<file path="config.mk">
export PLATFORM = sky130hd
export DESIGN_NAME = cfru_ctrl
export DESIGN_NICKNAME = d
export VERILOG_FILES = /design/src/cfru_pkg.sv /design/src/cfru_ctrl.sv
export SDC_FILE = /design/constraint.sdc
export NUM_CORES = 1
export LEC_CHECK = 0
export ABC_AREA = 1
export BUFFER_PORTS_ARGS = -buffer_cell sky130_fd_sc_hd__buf_2
export CAP_MARGIN = 20
export CORE_AREA = 2 2 39 41
export DETAILED_ROUTE_END_ITERATION = 8
export DIE_AREA = 0 0 41 43
export PLACE_DENSITY = 0.56
export SLEW_MARGIN = 25
export SYNTH_ARGS = -nofsm -noshare
export SYNTH_HDL_FRONTEND = slang
export SYNTH_SLANG_ARGS = --single-unit
</file>
<file path="constraint.sdc">
create_clock -name i_clk -period 1.7 [get_ports i_clk]
set_input_delay 0.085 -clock i_clk [delete_from_list [all_inputs] [get_ports i_clk]]
set_output_delay 0.085 -clock i_clk [all_outputs]
set_load 0.05 [all_outputs]
</file>
<file path="src/cfru_pkg.sv">
// package for the clock frame replacement unit
// types, action and status codes, default sizes; no dependencies
package cfru_pkg;

    localparam int FRAMES_DEF    = 256;
    localparam int PAGE_BITS_DEF = 23;
    localparam int SLOT_BITS_DEF = 19;

    localparam int IDX_W   = 9;
    localparam int LIMIT_W = 9;
    localparam int ACT_W   = 3;
    localparam int STAT_W  = 2;

    localparam logic [LIMIT_W-1:0] LIMIT_RST = 9'd256;

    localparam logic [ACT_W-1:0] ACT_REQUEST = 3'd0;
    localparam logic [ACT_W-1:0] ACT_UNPIN   = 3'd1;
    localparam logic [ACT_W-1:0] ACT_DIRTY   = 3'd2;
    localparam logic [ACT_W-1:0] ACT_RELEASE = 3'd3;
    localparam logic [ACT_W-1:0] ACT_PIN     = 3'd4;

    localparam logic [STAT_W-1:0] ST_OK   = 2'd0;
    localparam logic [STAT_W-1:0] ST_FULL = 2'd1;
    localparam logic [STAT_W-1:0] ST_BAD  = 2'd2;

    typedef enum logic [2:0] {
        S_IDLE,
        S_DECIDE,
        S_WALK,
        S_MODIFY,
        S_PUT
    } t_state;

    // controller to datapath
    typedef struct packed {
        logic load;       // latch request, clear result
        logic fresh;      // claim the next unused frame
        logic full;       // report every frame pinned
        logic bad;        // report index out of range
        logic hand_rd;    // advance hand, read entry under it
        logic idx_rd;     // read entry at frame index
        logic chance_set; // give entry under hand its second chance
        logic evict;      // replace entry under hand
        logic modify;     // apply unpin, dirty, release or pin
        logic put;        // move result into output register
    } t_cmd;

    // datapath to controller
    typedef struct packed {
        logic is_req;
        logic is_unknown;
        logic fresh_ok;
        logic all_pinned;
        logic idx_bad;
        logic ent_pinned;
        logic ent_chance;
    } t_stat;

endpackage

</file>
<file path="src/cfru_ctrl.sv">
// controller state machine for the clock frame replacement unit
// depends on cfru_pkg
module cfru_ctrl import cfru_pkg::*; (
    input  logic  i_clk,
    input  logic  i_rst_n,
    input  logic  i_s_valid,
    input  logic  i_m_ready,
    input  t_stat i_stat,
    output logic  o_s_ready,
    output logic  o_m_valid,
    output t_cmd  o_cmd
);

    t_state r_state, n_state;
    logic   r_m_valid, n_m_valid;
    logic   w_out_free;

    assign w_out_free = !r_m_valid || i_m_ready;

    always_comb begin
        n_state = r_state;
        unique case (r_state)
            S_IDLE: begin
                if (i_s_valid) n_state = S_DECIDE;
            end
            S_DECIDE: begin
                if (i_stat.is_req) begin
                    if (i_stat.fresh_ok || i_stat.all_pinned) n_state = S_PUT;
                    else n_state = S_WALK;
                end else if (i_stat.is_unknown || i_stat.idx_bad) begin
                    n_state = S_PUT;
                end else begin
                    n_state = S_MODIFY;
                end
            end
            S_WALK: begin
                if (!i_stat.ent_pinned && i_stat.ent_chance) n_state = S_PUT;
            end
            S_MODIFY: n_state = S_PUT;
            S_PUT: begin
                if (w_out_free) n_state = S_IDLE;
            end
            default: n_state = S_IDLE;
        endcase
    end

    always_comb begin
        o_cmd     = '0;
        o_s_ready = 1'b0;
        n_m_valid = r_m_valid && !i_m_ready;
        unique case (r_state)
            S_IDLE: begin
                o_s_ready = 1'b1;
                o_cmd.load = i_s_valid;
            end
            S_DECIDE: begin
                if (i_stat.is_req) begin
                    if (i_stat.fresh_ok) o_cmd.fresh = 1'b1;
                    else if (i_stat.all_pinned) o_cmd.full = 1'b1;
                    else o_cmd.hand_rd = 1'b1;
                end else if (!i_stat.is_unknown) begin
                    if (i_stat.idx_bad) o_cmd.bad = 1'b1;
                    else o_cmd.idx_rd = 1'b1;
                end
            end
            S_WALK: begin
                if (i_stat.ent_pinned) begin
                    o_cmd.hand_rd = 1'b1;
                end else if (!i_stat.ent_chance) begin
                    o_cmd.chance_set = 1'b1;
                    o_cmd.hand_rd    = 1'b1;
                end else begin
                    o_cmd.evict = 1'b1;
                end
            end
            S_MODIFY: o_cmd.modify = 1'b1;
            S_PUT: begin
                if (w_out_free) begin
                    o_cmd.put = 1'b1;
                    n_m_valid = 1'b1;
                end
            end
            default: o_cmd = '0;
        endcase
    end

    assign o_m_valid = r_m_valid;

    always_ff @(posedge i_clk) begin
        if (!i_rst_n) begin
            r_state   <= S_IDLE;
            r_m_valid <= 1'b0;
        end else begin
            r_state   <= n_state;
            r_m_valid <= n_m_valid;
        end
    end

endmodule

</file>
==> results of run 1 <==
[worst paths after layout]
| check | start | endpoint | slack [ns] | depth (start not counted) |
|---|---|---|---|---|
| max | r_state[0] | o_cmd[7] | 0.22 | 5 |
| min | i_rst_n | r_state[1] | 0.13 | 3 |
| max reg2reg | r_state[2] | r_state[2] | 0.67 | 7 |
| min reg2reg | r_state[2] | o_m_valid | 0.54 | 2 |
[power by group through the flow]
| stage | registers [W] | clock network, W | logic [W] |
|---|---|---|---|
| 3_3_place_gp | 0.000122 | 0 | 0.000250 |
| 5_1_grt | 0.000123 | 0.000124 | 0.000277 |
| 6_report | 0.000121 | 0.000112 | 0.000248 |
| 2_1_floorplan | 0.000131 | 0 | 0.000186 |
| 4_1_cts | 0.000121 | 0.000118 | 0.000252 |
| 3_5_place_dp | 0.000123 | 0 | 0.000251 |
[cells by family (layout without fill, tap and decap cells)]
kind of cell / count (synthesis) / in the layout / share of synthesized area (%)
buffers and inverters: 15 / 40 / 17.4
AND/OR/NAND/NOR: 36 / 36 / 53.1
flip-flops: 4 / 4 / 24.8
AO/OA/AOI/OAI: 3 / 3 / 4.65
[layout by cell type (no fill, tap or decap), drive strengths merged]
| master | count |
|---|---|
| buf | 22 |
| nor3 | 2 |
| nand2 | 10 |
| dfxtp | 4 |
| nor4 | 2 |
| clkbuf | 3 |
| inv | 15 |
| a21oi | 2 |
| o21ai | 1 |
| nand4 | 2 |
| nand3 | 7 |
| nor2 | 13 |
[through the flow]
step | setup slack [ns] | util (%) | instances
after floorplan | -0.469 | - | 58
after global placement | 0.503 | 33.1 | 96
after detailed placement | 0.435 | 33.1 | 96
after CTS | 0.180 | 34.7 | 99
after global routing | 0.107 | 34.7 | 99
final | 0.218 | 34.7 | 99
[final cells by class]
cell class,instances,area [um2]
inverter,15,56.3
multi-input combinational,39,191
clock buffer,3,22.5
timing repair buffer,22,110
fill,164,903
tap,16,20.0
sequential,4,80.1
[worst register-to-register path, delay by kind of cell, from the launching register on]
kind,cells,cell delay (ns)
AND/OR/NAND/NOR,6,0.45
flip-flops,1,0.38
buffers and inverters,1,0.10
[layer usage]
metal	vias to the layer above	GRT usage (%)	wire length, um
li1	233	-	-
met1	171	13.5	356
met2	11	16.6	366
met5	-	0	0
met3	0	3.14	41
met4	0	4.00	0
[sequential cells by signal (all words and copies together) (netlist names)]
name / count
r_state: 3
o_m_valid: 1
==> results.txt, run 1 <==
Root Driver - clkbuf_4
Most instantiated cells after synthesis - 15 x inv_1, 11 x nor2_1, 8 x nand2_1
Most frequent cell after synthesis - inv_1
Max-Cap Viols - 0
Total setup violations reported at the end of the flow - 0
Critical Path Max Stage Delay - 0.35 ns
Routed WL per cell - 7.72 um
Cts hold-fix bufs - 0
Num CTS Buffers - 3
CTS tree - yes
Vias - 415
Clock Tree Buf Depth - 2
Placer congestion estimate - 0.755
PortBufs - 22
Worst slew pin tran - 0.244 ns
Syn Inst Count - 58
Htree depth - 1
Reg power frac - 25.1%
Flops & latches, synth - 4
Slew Limit Fails - 0
Worst setup SP type - flop
Cell Pwr Density - 1000 nW/um2
Post-synth net total - 69
Final hold slack - 0.125 ns
Initial antenna violation count - 0
Area grow syn2layout - 48.8%
Die H - 43 um
NetSw - 0.000230 W
Predominant post-synthesis flop cell - dfxtp_1
Post-route minimum period - 1.48 ns
Mapped Avg Cell Area - 5.57 um2
Cell taking the most area after synthesis - dfxtp_1
Status - finished clean
Iter 0 DRT Violations - 3
Post-route DRC - 0
DP Wirelength - 696 um
Vias in the first global route - 376
Yosys warns - 0
Diodes inserted - 0
Top delay family on crit path - simple AND/OR/NAND/NOR gates
Final #Nets - 96
Core Rows - 14
Antenna viol nets, final - 0
Skew-Pair Late Insertion Delay - 0.23 ns
Slew headroom - 83.7%
I/O pin total - 23
Fin Setup TNS - 0 ns
Final Skew - 0.00100 ns
Overall power - 0.000481 W
First-pass GRT wire length - 1.33 mm
Post-cts sizing count - 0
Switch share - 47.7%
Worst-path cell chain - inv_1, nor2_2, nand2_1, nor4_1, buf_2
Comb pwr share - 51.5%
Sequential fraction of the synthesis area - 24.8%
Hold Path Class - in2reg
VDD IR max - 0.313 mV
Vias/cell - 4.19
Post-synth EDFFs - 0
Yosys cell types - 13
Number of post-CTS setup repair buffers - 0
Required @ worst endpoint - 1.62 ns
Area contributors post-synth - dfxtp_1 25%, inv_1 17%, nor2_1 13%, nand3_1 9.3%, nand2_1 9.3%
Total Wirelength - 764 um
Leak - 0.292 nW
Clock Power Share - 23.4%
Largest net degree at the start of global routing - 6
Placed inst area - 458 um2
Mapped Area - 323 um2
Tcrit/Tclk final - 87.2%
Post-route cell area - 480 um2
Initial Util - 23.3%
CP arrival - 1.40 ns
Crit-path slowest cell - dfxtp_1
TritonCTS Sinks - 4
Max Fclk - 0.675 GHz
Die Area - 1760 um2
Crit end category - output pin
Post-synth ARST share - 0%
Core footprint - 1380 um2
Worst-path fanout max - 4
Critical path class - reg2out
Grt total ovfl - 0
Pint - 0.000252 W
Unrepaired setup endpoints after global routing - no
Yosys top cell area share - 24.8%
Final Hold Fails - 0
Die W - 41 um
Layout cells sized above 1 - 37.3%
Clock-pin slew on the worst setup and hold paths - 0.04 ns
Worst Path Buf+Inv - 2
1st-pass router iterations - 4
Global-route usage over all layers - 10.7%
Power figures use the tool's default switching activity.
==> run 2: changes to the inputs <==
==> constraint.sdc (replaced) <==
create_clock -name i_clk -period 1.7 [get_ports i_clk]
set_input_delay 0 -clock i_clk [delete_from_list [all_inputs] [get_ports i_clk]]
set_output_delay 0 -clock i_clk [all_outputs]
set_load 0.05 [all_outputs]
==> results.txt, run 2 (synthesized netlist as in run 1, its figures left out) <==
Routed WL per cell - 7.43 um (-3.7%)
Largest net degree at the start of global routing - 6 (unchanged)
Layout cells sized above 1 - 36.1% (-1.2 points)
Final Skew - 0.000791 ns (-0.000213 ns)
Worst setup SP type - flop
DP Wirelength - 663 um (-4.8%)
Cell Pwr Density - 1010 nW/um2 (+1.2%)
Die W - 41 um (unchanged)
Core footprint - 1380 um2 (unchanged)
Unrepaired setup endpoints after global routing - no
Core Rows - 14 (unchanged)
Num CTS Buffers - 3 (unchanged)
Clock Tree Buf Depth - 2 (unchanged)
Post-route DRC - 0 (unchanged)
Total Wirelength - 736 um (-3.7%)
FF+latch area - 80.1 um2 (unchanged)
Initial antenna violation count - 0 (unchanged)
Reg with most FFs - r_state
1st-pass router iterations - 2 (-2)
Cts hold-fix bufs - 0 (unchanged)
Leak - 0.291 nW (-0.44%)
Required @ worst endpoint - 1.70 ns (+0.08 ns)
Placer congestion estimate - 0.754 (about the same)
VDD IR max - 0.390 mV (+25%)
Vias - 413 (-0.48%)
CP arrival - 1.37 ns (-0.03 ns)
Hold wc startpoint - i_rst_n
Worst flop-to-flop path startpoint - r_state[2]
First-pass GRT wire length - 1.27 mm (-4.7%)
Antenna viol nets, final - 0 (unchanged)
Diodes inserted - 0 (unchanged)
Slew Limit Fails - 0 (unchanged)
R2r endpoint - r_state[2]
Area grow syn2layout - 47.3%
Fin Setup TNS - 0 ns (unchanged)
Slew headroom - 83.3% (-0.35 points)
Critical path class - reg2out
Hold Path Class - in2reg
Pint - 0.000252 W (about the same)
Most frequent cells in the layout - 22 x buf_2, 15 x inv_1, 11 x nor2_1
Number of post-CTS setup repair buffers - 0 (unchanged)
Global-route usage over all layers - 10.2% (-0.50 points)
Crit end category - output pin
Final #Nets - 96 (unchanged)
PortBufs - 22 (unchanged)
R2R Setup Slk - 0.67 ns (about the same)
Grt total ovfl - 0 (unchanged)
Filler cell count in the final layout - 162 (-1.2%)
Iter 0 DRT Violations - 4 (+1)
Worst-path fanout max - 4 (unchanged)
Tcrit/Tclk final - 80.7% (-6.4 points)
Root Driver - clkbuf_4
Reg power frac - 25.1% (about the same)
TritonCTS Sinks - 4 (unchanged)
Die H - 43 um (unchanged)
Switch share - 47.8% (+0.097 points)
Final hold slack - 0.0395 ns (-0.0857 ns)
NetSw - 0.000231 W (+0.36%)
Die Area - 1760 um2 (unchanged)
Clock-pin slew on the worst setup and hold paths - 0.04 ns (about the same)
Status - finished clean
Skew-Pair Late Insertion Delay - 0.23 ns (about the same)
Multi-input logic area - 186 um2 (-2.6%)
Post-route minimum period - 1.37 ns (-0.110 ns)
I/O pin total - 23 (unchanged)
Vias in the first global route - 357 (-5.1%)
Most common cell after layout, fill and taps aside - buf_2
Reg2reg path depth - 7 (unchanged)
Post-cts sizing count - 0 (unchanged)
CTS tree - yes
Comb pwr share - 51.4% (about the same)
Initial Util - 23.3% (unchanged)
Max-Cap Viols - 0 (unchanged)
Max Fclk - 0.729 GHz (+8.0%)
Setup ws final - 0.328 ns (+0.110 ns)
Hold path endpoint - o_m_valid
Total setup violations reported at the end of the flow - 0 (unchanged)
Worst slew pin tran - 0.249 ns (+0.00527 ns)
Post-place setup slack - 0.565 ns (+0.130 ns)
Hold-critical path depth - 3 (unchanged)
Number of flip-flops in the largest register - 3 (unchanged)
Htree depth - 1 (unchanged)
Final Hold Fails - 0 (unchanged)
Clock Power Share - 23.5% (about the same)
Vias/cell - 4.17 (-0.48%)
[run 2: layer usage]
layer  vias to the layer above  wire length, um  global-route usage (%)  share of wire [%]
met5                         -                0                       0                  0
met4                         0                0                    4.00                  0
met3                         0               39                    3.14                5.3
met2                         9              368                    16.3                 50
met1                       171              327                    12.2                 44
li1                        233                -                       -                  -
[run 2: worst max-delay path by stage]
stage                     startpoint        to  slack [ns]  depth (start not counted)
after floorplan           r_state[0]  o_cmd[6]       -0.38                          4
after global placement    r_state[0]  o_cmd[6]        0.59                          5
after detailed placement  r_state[0]  o_cmd[6]        0.57                          5
after CTS                 r_state[0]  o_cmd[7]        0.31                          5
after global routing      r_state[0]  o_cmd[7]        0.16                          5
final                     r_state[0]  o_cmd[7]        0.33                          5
[run 2: worst max-delay path: stages, from the launching register on]
cell and delay (ns):
dfxtp_1 0.35, inv_1 0.07, nor2_2 0.13, nand2_1 0.12, nor4_1 0.17, buf_2 0.30
[run 2: power groups by stage]
stage / Combinational (W) / Clock, W / Sequential (W)
after floorplan: 0.000185 / 0 / 0.000131
after global placement: 0.000248 / 0 / 0.000122
after detailed placement: 0.000250 / 0 / 0.000123
after CTS: 0.000251 / 0.000118 / 0.000121
after global routing: 0.000276 / 0.000127 / 0.000123
final: 0.000248 / 0.000113 / 0.000121
[run 2: cell type report]
cell class	count	area share [%]
clock buffers	3	4.74
flip-flops and latches	4	16.8
multi-input cells	39	39.2
well taps	16	4.21
repair buffers	22	23.2
inverters	15	11.8
[run 2: through the flow]
step	std cells	util (%)	instance area [um2]	total power (W)
floorplan	58	-	323	0.000316
finish	99	34.4	475	0.000482
global placement	96	32.7	453	0.000370
CTS	99	34.4	475	0.000490
global route	99	34.4	475	0.000526
detailed placement	96	32.7	453	0.000373
